==> src/hdl/escu_pkg.sv <==
// Shared types, constants and arithmetic helpers for the sensor compensation unit.
`default_nettype none
package escu_pkg;

    localparam int IN_DATA_W  = 56;
    localparam int OUT_DATA_W = 88;
    localparam int CFG_ADDR_W = 3;
    localparam int CFG_DATA_W = 48;

    localparam int FIFO_DEPTH = 4;
    localparam int FIFO_AW    = $clog2(FIFO_DEPTH);
    localparam int FIFO_CW    = $clog2(FIFO_DEPTH + 1);

    localparam int PRE_STAGES  = 14;
    localparam int POST_STAGES = 4;
    localparam int DIV_STEPS   = 64;
    localparam int DEN_W       = 31;

    localparam logic signed [63:0] P_TFINE_OFS = 64'sd128000;
    localparam logic signed [63:0] H_TFINE_OFS = 64'sd76800;
    localparam logic signed [63:0] P_BIAS      = 64'sh0000_8000_0000_0000;
    localparam logic signed [16:0] P_SCALE     = 17'sd3125;
    localparam logic signed [63:0] H_ROUND     = 64'sd16384;
    localparam logic signed [63:0] H_OFS3      = 64'sd32768;
    localparam logic signed [63:0] H_OFS2      = 64'sd2097152;
    localparam logic signed [63:0] H_ROUND2    = 64'sd8192;
    localparam logic signed [63:0] HUM_MAX     = 64'sd419430400;
    localparam logic [20:0]        P_FULL      = 21'h10_0000;

    typedef enum logic [CFG_ADDR_W-1:0] {
        CFG_TEMP    = 3'd0,
        CFG_PRESS_A = 3'd1,
        CFG_PRESS_B = 3'd2,
        CFG_PRESS_C = 3'd3,
        CFG_HUM_A   = 3'd4,
        CFG_HUM_B   = 3'd5
    } cfg_idx_t;

    typedef struct packed {
        logic [19:0] adc_t;
        logic [19:0] adc_p;
        logic [15:0] adc_h;
    } raw_t;

    typedef struct packed {
        logic [15:0]        t1;
        logic signed [15:0] t2;
        logic signed [15:0] t3;
        logic [15:0]        p1;
        logic signed [15:0] p2;
        logic signed [15:0] p3;
        logic signed [15:0] p4;
        logic signed [15:0] p5;
        logic signed [15:0] p6;
        logic signed [15:0] p7;
        logic signed [15:0] p8;
        logic signed [15:0] p9;
        logic [7:0]         h1;
        logic signed [15:0] h2;
        logic [7:0]         h3;
        logic signed [11:0] h4;
        logic signed [11:0] h5;
        logic signed [7:0]  h6;
    } coeff_t;

    typedef struct packed {
        logic [31:0] tc;
        logic [16:0] hum;
        logic        inv;
    } div_side_t;

    function automatic logic signed [63:0] smul32(input logic signed [31:0] a,
                                                  input logic signed [31:0] b);
        return a * b;
    endfunction

    function automatic logic signed [63:0] smul_lo(input logic signed [63:0] a,
                                                   input logic signed [16:0] b);
        return a * b;
    endfunction

    function automatic logic signed [63:0] smul_24x40(input logic signed [23:0] a,
                                                      input logic signed [39:0] b);
        return a * b;
    endfunction

endpackage
`default_nettype wire

==> src/hdl/escu_front.sv <==
// Input stage: takes measurement transactions and splits them into raw fields.
`default_nettype none
module escu_front (
    input  wire logic                           aclk,
    input  wire logic                           aresetn,
    input  wire logic                           s_tvalid,
    output logic                                s_tready,
    // raw_temperature[19:0], raw_pressure[39:20], raw_humidity[55:40]
    input  wire logic [escu_pkg::IN_DATA_W-1:0] s_tdata,
    output logic                                out_vld,
    output escu_pkg::raw_t                      out_data,
    input  wire logic                           out_rdy
);
    import escu_pkg::*;

    logic hold_vld_reg, hold_vld_next;
    raw_t hold_reg;
    logic s_acc;

    assign s_tready = !hold_vld_reg || out_rdy;
    assign s_acc    = s_tvalid && s_tready;

    always_comb begin
        hold_vld_next = hold_vld_reg;
        if (s_acc) begin
            hold_vld_next = 1'b1;
        end else if (out_rdy) begin
            hold_vld_next = 1'b0;
        end
    end

    always_ff @(posedge aclk) begin
        if (!aresetn) begin
            hold_vld_reg <= 1'b0;
        end else begin
            hold_vld_reg <= hold_vld_next;
        end
        if (s_acc) begin
            hold_reg.adc_t <= s_tdata[19:0];
            hold_reg.adc_p <= s_tdata[39:20];
            hold_reg.adc_h <= s_tdata[55:40];
        end
    end

    assign out_vld  = hold_vld_reg;
    assign out_data = hold_reg;
endmodule
`default_nettype wire

==> config.mk <==
export PLATFORM = sky130hd
export DESIGN_NAME = escu_front
export DESIGN_NICKNAME = d
export VERILOG_FILES = /design/src/hdl/escu_pkg.sv /design/src/hdl/escu_front.sv
export SDC_FILE = /design/constraint.sdc
export NUM_CORES = 1
export LEC_CHECK = 0
export BUFFER_PORTS_ARGS = -buffer_cell sky130_fd_sc_hd__buf_2
export CORE_MARGIN = 1.5
export CORE_UTILIZATION = 30
export CTS_CLUSTER_DIAMETER = 60
export DETAILED_ROUTE_END_ITERATION = 7
export PLACE_DENSITY_LB_ADDON = 0.08
export SETUP_SLACK_MARGIN = 0.02
export SLEW_MARGIN = 20
export SYNTH_ARGS = -nofsm -noshare
export SYNTH_HDL_FRONTEND = slang
export SYNTH_SLANG_ARGS = --single-unit
==> constraint.sdc <==
create_clock -name aclk -period 1.42 [get_ports aclk]
set_clock_uncertainty 0.2 [all_clocks]
set_input_delay 0 -clock aclk [delete_from_list [all_inputs] [get_ports aclk]]
set_output_delay 0 -clock aclk [all_outputs]
set_load 0.005 [all_outputs]
Word-level counts from Yosys, hierarchy flattened:

Cells that the tools add are included.

* flip-flop bits (word level): 57
* bits of input ports: 60
* output and inout port bits: 58
* logic and storage cells: 10

* muxes and demuxes: 2
* reduce and logical (&&, ||, !) cells: 4

Operators with widths (count)
* two-way mux 1 bit: 2
* nonzero test 2 bit: 1
* logical AND 1 bit: 1
* logical NOT 1 bit: 1
* logical OR 1 bit: 1

Depth between registers and ports, before layout:

* depth after elaboration: 4
* gate-level depth with buffers: 2
* gate-level depth less buffers: 2

Least setup slack after synthesis:

No wires, ideal clock.

* kind: register to register
* start point: reg hold_vld_reg, in the netlist out_vld
* end point: reg hold_reg, in the netlist out_data[0], enable pin
* setup time: 0.374 ns
* arrival: 0.909 ns
* data required time: 0.846 ns
* path slack: -0.063 ns
* cell stages (with the launch flop): 3
* path buffers: 0
* clock period less this slack: 1.483 ns
* cell sequence: dfxtp_1 -> nand2b_4 -> and2_4

* word-level cells in the longest chain between the ends: 3

Ends and longest elaborated chain
* start: declaration: RTL line escu_front.sv:16 `logic hold_vld_reg, hold_vld_next;`
* start signal: assignment: RTL line escu_front.sv:36 `hold_vld_reg <= hold_vld_next;`
* logical NOT 1 bit: RTL line escu_front.sv:20 `assign s_tready = !hold_vld_reg || out_rdy;`
* logical OR 1 bit: RTL line escu_front.sv:20
* named net s_tready: RTL line escu_front.sv:7 `output logic s_tready,`
* logical AND 1 bit: RTL line escu_front.sv:21 `assign s_acc = s_tvalid && s_tready;`
* end: declaration: RTL line escu_front.sv:17 `raw_t hold_reg;`

The timed path passes the listed nets, and every way through them passes these cells.
A chain may end at the register's enable or synchronous reset.

Worst setup path in the final report:

* start point: in out_rdy
* end point: reg hold_vld_reg, in the netlist out_vld

* word-level cells in the longest chain between the ends: 3
* elaborated cells on any way between the ends: 4
* those cells by class: mux (1); reduce/logical (3)

Ends and longest elaborated chain
* start: declaration: RTL line escu_front.sv:12 `input wire logic out_rdy`
* logical OR 1 bit: RTL line escu_front.sv:20
* logical AND 1 bit: RTL line escu_front.sv:21
* two-way mux 1 bit or nonzero test 2 bit (tied branches)

Parallel ways exist; a longest one is shown, timed or not.

==> metrics.md <==
| Metric | Value |
|---|---|
| Post-CTS Setup Inserts | `0` |
| CTS Buf Count | `9` |
| Routability congestion estimate from global placement | `0.6624` |
| Initial antenna violation count | `0` |
| GRT overflow | `0` |
| Number of maximum-capacitance violations | `0` |
| Ant diodes | `0` |
| Fmax | `0.7183 GHz` |
| Post-synth top area share | `96.69%` |
| Tcrit/Tclk final | `98.04%` |
| Net Switching | `729.9 uW` |
| Slew headroom | `89.76%` |
| Pin count of the biggest net entering global routing | `29` |
| Core area | `5540 um2` |
| Design area | `3232 um2` |
| I/O Buffers | `117` |
| Root buffer cell | `clkbuf_8` |
| Die ar. | `6263 um2` |
| Layout Utilization | `58.33%` |
| Clk network pwr share | `36.4%` |
| Max Fanout on Critical Path | `3` |
| Routed vias/inst | `3.896` |
| Synth area leader | `edfxtp_1` |
| Synthesized area | `1739 um2` |
| Crit path required time | `1480 ps` |
| Fin crit period | `1392 ps` |
| DP Worst Slack | `107.5 ps` |
| # IOs | `118` |
| Synth Net Count | `121` |
| Hold Path Stages | `2` |
| CP Capture Type | `flip-flop` |
| #FFs+latches synth | `57` |
| CTS tree | `yes` |
| Critical Path AT | `1450 ps` |
| Post-Place Cell Area | `2456 um2` |
| Synth unique cells | `6` |
| First-pass GRT wire length | `5.975 mm` |
| Setup ws final | `27.79 ps` |
| Tightest Pin Transition | `153.5 ps` |
| Bufs on Longest Clock Path | `2` |
| Fraction of layout instances using a drive strength above 1 | `52.94%` |
| Starting density of the core | `31.39%` |
| Worst Path Class, Setup | `in -> reg` |
| Seq/Total Area, Yosys | `97.84%` |
| RSZ-0062 raised after global routing | `false` |
| Status | `complete, no violations` |
| First-pass DRT Iterations | `2` |
| LEAKAGE | `1.392 nW` |
| Detailed Route WL | `3.993 mm` |
| Crit path launch type | `input pin` |
| Final-report hold violation count | `0` |
| Ys async rst share | `0%` |
| Vias in the first global route | `1400` |
| Post-DP HPWL | `2.611 mm` |
| Drt drc | `0` |
| VDD IR max | `0.6549 mV` |
| Clk sinks | `57` |
| Post-cts resize count | `0` |
| Chip width | `79.14 um` |
| Number of standard cells in the final layout excluding fillers | `327` |
| Worst Hold Class | `in -> reg` |
| Combinational share of power | `10.1%` |
| Hold slack | `186.7 ps` |
| CTS H-Tree Depth | `3` |
| Most frequent cell after synthesis | `edfxtp_1` |
| Syn. warnings | `0` |
| Clk slew on worst S/H paths | `60 ps` |
| Placed insts | `252` |
| Final Max Tran Viols | `0` |
| Setup_tns | `0 ps` |
| Remaining antenna violation count | `0` |
| Pwr/cell area | `1151 nW/um2` |
| Post-Synthesis Cells | `61` |
| Total power | `3.721 mW` |
| Top_reg_cell synth | `edfxtp_1` |
| WL per Instance | `12.21 um` |
| Clock latency on the worst-skew pair | `320 ps` |
| Seq pwr share | `53.4%` |
| Die H | `79.14 um` |
| Synth area leaders | `edfxtp_1 (97%), dfxtp_1 (1.2%), nand2b_4 (0.79%), a21boi_2 (0.65%), and2_4 (0.50%)` |
| Sw frac | `19.62%` |
| Routed vias | `1274` |
| Total track usage | `13.26%` |
| R2r worst-path depth | `3` |
| Nets | `311` |
| # setup viols final | `0` |
| Int Power | `2.991 mW` |
| Iter 0 DRT Violations | `30` |
| Area grow syn2layout | `85.83%` |
| Number of enable flip-flop cells after synthesis | `56` |
| Row cnt | `27` |
| Syn avg cell area | `28.51 um2` |
[layout make-up]
cell class / count / area (um2)
well taps: 72 / 90.09
clock buffers: 10 / 127.6
fillers: 460 / 2308
inverters: 1 / 3.754
repair buffers: 179 / 1226
flip-flops and latches: 57 / 1703
multi-input cells: 3 / 33.78
clock inverters: 5 / 47.55
[timing repair]
item | 4_1_cts | 5_1_grt
endpoints found under the hold margin | 60 | 0
setup endpoints to repair | 0 | 0
hold buffers | 60 | 0
[sequential cells by signal (all words and copies together) (netlist names)]
register  flops
out_data     56
out_vld       1
[power groups by stage]
stage               sequential (mW)  combinational, mW  clock (mW)
floorplan                      2.04             0.0371           0
global placement               2.02              0.247           0
detailed placement             2.02              0.254           0
CTS                            1.99              0.382        1.40
global route                   2.00              0.413        1.45
finish                         1.99              0.376        1.36
[logic make-up after synthesis]
kind of cell,after synthesis,share of synthesized area (%)
flops,57,97.84
simple gates,2,1.295
compound gates,1,0.6474
buf+inv,1,0.2156
[layer usage]
layer / vias to the layer above / track usage [%] / share of wire (%) / wire (um)
met5: - / 0 / 0 / 0
met4: 0 / 8.772 / 1.9 / 77
met3: 9 / 5.057 / 9.0 / 358
met2: 73 / 23.42 / 52 / 2096
met1: 567 / 12.71 / 37 / 1461
li1: 625 / - / - / -
[path summary, 6_finish.rpt]
kind	start	end	slack, ps
max	out_rdy	out_vld	30
min	s_tdata[19]	out_data[55]	190
max reg2reg	out_vld	out_vld	80
min reg2reg	out_vld	out_data[9]	540
[cells in the final DEF, fill, tap and decap left out]
cell / count
a21boi_2: 1
and2_4: 1
edfxtp_1: 56
buf_12: 2
dlygate4sd3_1: 60
inv_1: 1
clkbuf_1: 1
bufinv_16: 1
nand2b_4: 1
clkinv_2: 2
dfxtp_2: 1
clkbuf_8: 9
buf_2: 117
clkinv_1: 2
[critical path, stage by stage]
cell and delay, ps:
dlygate4sd3_1 530, buf_2 120, nand2b_4 140, a21boi_2 120
dlygate4sd3_1 550
(Power assumes the default switching activity.)
