[config.mk]
export PLATFORM = sky130hd
export DESIGN_NAME = escu_fifo
export DESIGN_NICKNAME = d
export VERILOG_FILES = /design/src/hdl/escu_pkg.sv /design/src/hdl/escu_fifo.sv
export SDC_FILE = /design/constraint.sdc
export NUM_CORES = 1
export LEC_CHECK = 0
export BUFFER_PORTS_ARGS = -buffer_cell sky130_fd_sc_hd__buf_4
export CORE_ASPECT_RATIO = 2
export CORE_MARGIN = 1
export CORE_UTILIZATION = 55
export CTS_CLUSTER_DIAMETER = 100
export DETAILED_ROUTE_END_ITERATION = 6
export PLACE_DENSITY = 0.87
export SLEW_MARGIN = 20
export SYNTH_ARGS = -nofsm -noshare
export SYNTH_HDL_FRONTEND = slang
export SYNTH_SLANG_ARGS = --single-unit
[constraint.sdc]
create_clock -name aclk -period 3.15 [get_ports aclk]
set_input_delay 0 -clock aclk [delete_from_list [all_inputs] [get_ports aclk]]
set_output_delay 0 -clock aclk [all_outputs]
set_load 0.05 [all_outputs]
[src/hdl/escu_pkg.sv]
// Shared types, constants and arithmetic helpers for the sensor compensation unit.
`default_nettype none
package escu_pkg;

    localparam int IN_DATA_W  = 56;
    localparam int OUT_DATA_W = 88;
    localparam int CFG_ADDR_W = 3;
    localparam int CFG_DATA_W = 48;

    localparam int FIFO_DEPTH = 4;
    localparam int FIFO_AW    = $clog2(FIFO_DEPTH);
    localparam int FIFO_CW    = $clog2(FIFO_DEPTH + 1);

    localparam int PRE_STAGES  = 14;
    localparam int POST_STAGES = 4;
    localparam int DIV_STEPS   = 64;
    localparam int DEN_W       = 31;

    localparam logic signed [63:0] P_TFINE_OFS = 64'sd128000;
    localparam logic signed [63:0] H_TFINE_OFS = 64'sd76800;
    localparam logic signed [63:0] P_BIAS      = 64'sh0000_8000_0000_0000;
    localparam logic signed [16:0] P_SCALE     = 17'sd3125;
    localparam logic signed [63:0] H_ROUND     = 64'sd16384;
    localparam logic signed [63:0] H_OFS3      = 64'sd32768;
    localparam logic signed [63:0] H_OFS2      = 64'sd2097152;
    localparam logic signed [63:0] H_ROUND2    = 64'sd8192;
    localparam logic signed [63:0] HUM_MAX     = 64'sd419430400;
    localparam logic [20:0]        P_FULL      = 21'h10_0000;

    typedef enum logic [CFG_ADDR_W-1:0] {
        CFG_TEMP    = 3'd0,
        CFG_PRESS_A = 3'd1,
        CFG_PRESS_B = 3'd2,
        CFG_PRESS_C = 3'd3,
        CFG_HUM_A   = 3'd4,
        CFG_HUM_B   = 3'd5
    } cfg_idx_t;

    typedef struct packed {
        logic [19:0] adc_t;
        logic [19:0] adc_p;
        logic [15:0] adc_h;
    } raw_t;

    typedef struct packed {
        logic [15:0]        t1;
        logic signed [15:0] t2;
        logic signed [15:0] t3;
        logic [15:0]        p1;
        logic signed [15:0] p2;
        logic signed [15:0] p3;
        logic signed [15:0] p4;
        logic signed [15:0] p5;
        logic signed [15:0] p6;
        logic signed [15:0] p7;
        logic signed [15:0] p8;
        logic signed [15:0] p9;
        logic [7:0]         h1;
        logic signed [15:0] h2;
        logic [7:0]         h3;
        logic signed [11:0] h4;
        logic signed [11:0] h5;
        logic signed [7:0]  h6;
    } coeff_t;

    typedef struct packed {
        logic [31:0] tc;
        logic [16:0] hum;
        logic        inv;
    } div_side_t;

    function automatic logic signed [63:0] smul32(input logic signed [31:0] a,
                                                  input logic signed [31:0] b);
        return a * b;
    endfunction

    function automatic logic signed [63:0] smul_lo(input logic signed [63:0] a,
                                                   input logic signed [16:0] b);
        return a * b;
    endfunction

    function automatic logic signed [63:0] smul_24x40(input logic signed [23:0] a,
                                                      input logic signed [39:0] b);
        return a * b;
    endfunction

endpackage
`default_nettype wire

[src/hdl/escu_fifo.sv]
// Short queue between the input stage and the compensation datapath.
`default_nettype none
module escu_fifo (
    input  wire logic     aclk,
    input  wire logic     aresetn,
    input  wire logic     wr_vld,
    input  wire escu_pkg::raw_t wr_data,
    output logic          wr_rdy,
    output logic          rd_vld,
    output escu_pkg::raw_t rd_data,
    input  wire logic     rd_en
);
    import escu_pkg::*;

    raw_t                mem_reg [FIFO_DEPTH];
    logic [FIFO_AW-1:0]  wr_ptr_reg, rd_ptr_reg;
    logic [FIFO_CW-1:0]  cnt_reg, cnt_next;
    logic                push, pop;

    assign wr_rdy  = cnt_reg != FIFO_CW'(FIFO_DEPTH);
    assign rd_vld  = cnt_reg != '0;
    assign rd_data = mem_reg[rd_ptr_reg];
    assign push    = wr_vld && wr_rdy;
    assign pop     = rd_en && rd_vld;

    always_comb begin
        cnt_next = cnt_reg;
        if (push && !pop) begin
            cnt_next = cnt_reg + 1'b1;
        end else if (pop && !push) begin
            cnt_next = cnt_reg - 1'b1;
        end
    end

    always_ff @(posedge aclk) begin
        if (!aresetn) begin
            wr_ptr_reg <= '0;
            rd_ptr_reg <= '0;
            cnt_reg    <= '0;
        end else begin
            cnt_reg <= cnt_next;
            if (push) begin
                wr_ptr_reg <= wr_ptr_reg + 1'b1;
            end
            if (pop) begin
                rd_ptr_reg <= rd_ptr_reg + 1'b1;
            end
        end
        if (push) begin
            mem_reg[wr_ptr_reg] <= wr_data;
        end
    end
endmodule
`default_nettype wire

# After elaboration in Yosys (flattened, before gate mapping)
# Memory sizes are Yosys's and may differ from the RTL's. A register that Yosys moved wholly into a read port is not among the register bits.
# Cells that the tools add are included.
# totals
regBits,7
memories,1
ram_bits,224
# mem_list
name,words,width,rd,rd_ports_with_merged_regs,wr,line_no,rtl
mem_reg,4,56,1,1,1,escu_fifo.sv:15,raw_t mem_reg [FIFO_DEPTH];
# op_classes
n_eq_ne,1
mux,6
n_addsub,4
reduce_logical,8
# op_table
cell,n
2-to-1 mux 3 bit,2
adder 2 x 1 -> 2 bit (second input constant),2
logical AND 1 bit,4
2-to-1 mux 2 bit,2
adder 3 x 1 -> 3 bit (second input constant),1
inequality test 3 bit (second input constant),1
nonzero test 3 bit,1
subtractor 3 x 1 -> 3 bit (second input constant),1
zero test 1 bit,2
2-to-1 mux 1 bit,2
nonzero test 2 bit,1

# Logic depth before layout (Yosys ltp)
# depth
ltp_word,6
depth_mapped,8
mapped_depth_nobuf,8

# Least setup slack after synthesis
# OpenSTA, ideal clock, no wires.
# synth_path
kind,reg2reg
start,reg cnt_reg[0]
end,"mem mem_reg[0][0] in the netlist's numbering, enable pin"
path_stages_with_launch,4
n_path_buf,0
setup_time_ps,420
arrival_ps,2170
slack_ps,561
path_cell_list,dfxtp_1 -> nor2_1 -> a21boi_2 -> and2_1
# synth_via
elab_chain_len,4
# synth_lines
item,line_no,rtl
start: declaration,escu_fifo.sv:17,"logic [FIFO_CW-1:0] cnt_reg, cnt_next;"
start signal: assignment,escu_fifo.sv:41,cnt_reg <= cnt_next;
inequality test 3 bit,escu_fifo.sv:20,assign wr_rdy = cnt_reg != FIFO_CW'(FIFO_DEPTH);
logical AND 1 bit,escu_fifo.sv:23,assign push = wr_vld && wr_rdy;
net push,escu_fifo.sv:18,"logic push, pop;"
2-to-1 mux 1 bit,escu_fifo.sv:49,if (push) begin
2-to-1 mux 1 bit (implied by the code),escu_fifo.sv:50,mem_reg[wr_ptr_reg] <= wr_data;
end: declaration,escu_fifo.sv:15,
# The timed path passes the listed nets, and every way through them passes these cells.

# Worst setup path after layout
# layout_path
start,reg cnt_reg[0]
end,reg cnt_reg[2]
# layout_via
elab_chain_len,5
# layout_lines
item,line_no,rtl
inequality test 3 bit *,escu_fifo.sv:20,
logical AND 1 bit *,escu_fifo.sv:23,
net push,escu_fifo.sv:18,
zero test 1 bit,escu_fifo.sv:30,end else if (pop && !push) begin
logical AND 1 bit,escu_fifo.sv:30,
nonzero test 2 bit (no source line),n/a,
# The timed path passes the listed nets; every way through them passes the cells marked *. The select of a mux whose other input is x is not followed.
# A chain may end at the register's enable or synchronous reset.

==> Implementation_results.wiki <==
{| class="wikitable"
! Metric !! Value
|-
| Clock network power share || 0.243
|-
| Part of the Yosys area used for sequential elements || 0.804
|-
| Post-synthesis instance area || about 8600 µm²
|-
| Pin count of the biggest net entering global routing || 36
|-
| Peak supply drop || 597 µV
|-
| Deepest level of the CTS H-tree || 1
|-
| Category of the worst setup path capture point || flip-flop
|-
| Number of sinks driven by the clock tree || roughly 230
|-
| Met2 demand-to-capacity share in global routing || 0.420
|-
| Syn avg cell area || between 20 and 30 µm²
|-
| Endpoints failing setup || 0
|-
| Share of post-route cells with drive strength above 1 || 0.402
|-
| Top Usage Layer GRT || met2
|-
| Vias post-DR || 4214
|-
| Synth top cells by count || 224 x edfxtp_1, 56 x mux4_2, 9 x dfxtp_1
|-
| Die width || approximately 90 µm
|-
| Worst EP required || between 3 and 4 ns
|-
| Number of antenna violations at the first check in global routing || 1
|-
| Total wire length || ~18000 µm
|-
| Post-synthesis net count || 406
|-
| Slew HR || 0.534
|-
| Wire length of the first global-routing pass || 26100 µm
|-
| Number of distinct library cell variants in the gate-level netlist after synthesis || 24
|-
| Final critical-path required period || 2.34 ns
|-
| Reg-to-reg startpoint || cnt_reg[0]$_SDFFE_PN0P_
|-
| Warning count from the yosys run || 0
|-
| Sequence of cells on the critical path || nor2_1 -> a21boi_2 -> ha_1 -> inv_1 -> fa_1 -> xor2_1 -> or3_1 -> a21boi_0
|-
| Leakage Power || 0.00374 µW
|-
| Ports || around 120
|-
| Cell with the most instances after synthesis || edfxtp_1
|-
| Post-route non-filler standard cell count || approximately 750
|-
| Maximum clock insertion buffer count || 3
|-
| Number of enable-type register cells in the synthesized netlist || 224
|-
| Standard-cell row count || 64
|-
| Overall routing resource usage || 0.224
|-
| Aggregate global routing overflow || 0
|-
| WL per Instance || 23.5 µm
|-
| Input/output buffers || between 100 and 150
|-
| Number of global-route vias before repair || 4528
|-
| Synthesized netlist cell count || between 300 and 400
|-
| Die Outline Area || 16200 µm²
|-
| Critical Path Start || cnt_reg[0]$_SDFFE_PN0P_
|-
| Transition time at the pin with the least slew margin || 0.699 ns
|-
| GR Util met1 || 0.251
|-
| Register share of total power || 0.415
|-
| Number of hold buffers added after cts || 60
|-
| Fraction of met3 tracks used by global routing || 0.0327
|-
| Final Hold Viols || 0
|-
| Net switching power of the design || 3290 µW
|-
| Vertical extent of the die || approximately 180 µm
|-
| Placed Cells || around 650
|-
| Clock latency of the later-clocked register in the worst-skew pair || approximately 0.48 ns
|-
| Number of slew-limit violations in the final report || 0
|-
| Top_reg_cell synth || edfxtp_1
|-
| Hold Startpoint || wr_data[5]
|-
| Share of the clock period used by the worst path after layout || 0.744
|-
| Area share of the largest cell type after synthesis || 0.783
|-
| Placeable core region || 15300 µm²
|-
| Max-cap violation count || 0
|-
| P_int || approximately 6300 µW
|-
| Clock Root Buffer || clkbuf_16
|-
| Type of origin of the critical path || flip-flop
|-
| Fin Clk Skew || roughly 0.0066 ns
|-
| Worst stage delay on the critical path || 0.47 ns
|-
| Dominant cells by area after synthesis || edfxtp_1 78%, mux4_2 15%, dfxtp_1 2.1%
|-
| Sw frac || 0.344
|-
| Initial Util || 0.562
|-
| Run status || finished clean
|-
| Logic pwr share || 0.342
|-
| Synth-to-Final Area Change || 27.3%
|-
| Fill count || 837
|-
| Per-cell via count in the routed design || approximately 5.6
|-
| Cell type with the highest aggregate area in the netlist || edfxtp_1
|-
| Share of async-settable or async-resettable flops after synthesis || 0
|-
| Post-layout net count || about 600
|-
| Iteration-0 DRC count of the detailed router || ~310
|-
| Arrival time of data at the critical path endpoint || between 2 and 3 ns
|-
| Setup TNS || 0 ns
|-
| Setup repair after global routing missed its margin || false
|-
| Power density over the cells || between 800 and 900 nW/µm²
|-
| Setup fix buffers added after clock tree synthesis || 0
|-
| Number of clock buffers inserted by TritonCTS || 19
|-
| Maximum fanout along the worst path || 7
|-
| Clock-pin slew on the worst setup and hold paths || about 0.070 ns
|-
| Number of gates resized after CTS || 0
|-
| Placer's final routability congestion estimate || 0.726
|-
| Path category of the worst min-delay check || in -> reg
|-
| Clock tree from TritonCTS || yes
|-
| DPL Wire Length || 10500 µm
|-
| Max reg flops || ~220
|-
| Max stage delay cell, worst path || dfxtp_1
|-
| Path type of the worst setup path || reg -> reg
|-
| First-pass iteration count of the detailed router || 4
|-
| Number of nets still failing antenna checks after routing || 0
|-
| Fmax || around 0.43 GHz
|-
| DRC errors left || 0
|-
| Total of flip-flops plus latches after synthesis || between 200 and 250
|}
==> worst max-delay path, delay by kind of cell (launching register included) <==
family          cells  cell delay (ns)
flops               1             0.47
compound gates      2             0.48
simple gates        2             0.43
fa+ha+maj           2             0.64
buf+inv             1             0.08
xor+xnor            1             0.16
==> layout by cell type, fill, tap and decap left out, types with 2 or more instances in the layout <==
cell type | Yosys | final
and2_1 | 8 | 4
and2_2 | 0 | 4
buf_12 | 4 | 4
buf_4 | 1 | 123
bufinv_16 | 0 | 2
clkbuf_1 | 2 | 2
clkbuf_16 | 0 | 19
clkinv_1 | 0 | 2
clkinv_2 | 0 | 3
clkinv_4 | 0 | 3
dfxtp_1 | 9 | 7
dlygate4sd3_1 | 0 | 60
edfxtp_1 | 224 | 224
ha_1 | 5 | 5
inv_1 | 3 | 3
mux2i_1 | 3 | 3
mux4_2 | 56 | 56
nand2_1 | 5 | 5
or3_1 | 2 | 2
xnor2_1 | 3 | 3
==> per-stage QoR <==
step	cell area (µm²)	hold WS (ns)	setup WS, ns	total power [µW]	util
after floorplan	8590	0.0989	0.561	6380	-
after global placement	9720	0.201	1.00	7170	0.636
after detailed placement	9720	0.204	0.829	7250	0.636
after CTS	10900	0.249	0.772	9640	0.715
after global routing	10900	0.255	0.580	9870	0.715
final	10900	0.257	0.805	9590	0.715
==> final timing paths <==
path                                      to  slack [ns]  cells after the start
setup reg to reg     cnt_reg[2]$_SDFFE_PN0P_        0.81                      8
hold reg to reg   wr_ptr_reg[0]$_SDFFE_PN0P_        0.51                      2
hold / removal       mem_reg[3][5]$_DFFE_PP_        0.26                      2
setup / recovery     cnt_reg[2]$_SDFFE_PN0P_        0.81                      8
==> power by group through the flow <==
stage | clock network [µW] | logic, µW | registers, µW
2_1_floorplan | 0 | 2470 | 3910
6_report | 2330 | 3280 | 3980
4_1_cts | 2350 | 3300 | 3990
5_1_grt | 2450 | 3400 | 4020
3_5_place_dp | 0 | 3210 | 4050
3_3_place_gp | 0 | 3170 | 4000
==> layer usage <==
metal | vias up | wire (µm) | part of all wire
li1 | 1823 | - | -
met1 | 2167 | 5990 | 0.34
met2 | 183 | 10100 | 0.58
met3 | 41 | 833 | 0.048
met4 | 0 | 626 | 0.036
met5 | - | 0 | 0
==> area by class of cell <==
class / count / area (µm²) / share of cell area
Tap cell: 198 / 248 / 0.0226
Inverter: 3 / 11.3 / 0.00103
Antenna cell: 1 / 2.50 / 0.000229
Multi-Input combinational cell: 91 / 1550 / 0.142
Sequential cell: 233 / 6910 / 0.632
Clock buffer: 22 / 497 / 0.0454
Clock inverter: 11 / 116 / 0.0106
Timing Repair Buffer: 187 / 1600 / 0.147
==> cells by family after synthesis <==
logic type | share of synthesized area
DFF | 0.804
muxes | 0.150
and+or+nand+nor | 0.0106
buffers and inverters | 0.0166
adders and majority gates | 0.00961
AOI/OAI and AO/OA | 0.00524
xor gates and xnor gates | 0.00408
No activity file was read; power rests on OpenSTA's default activity.
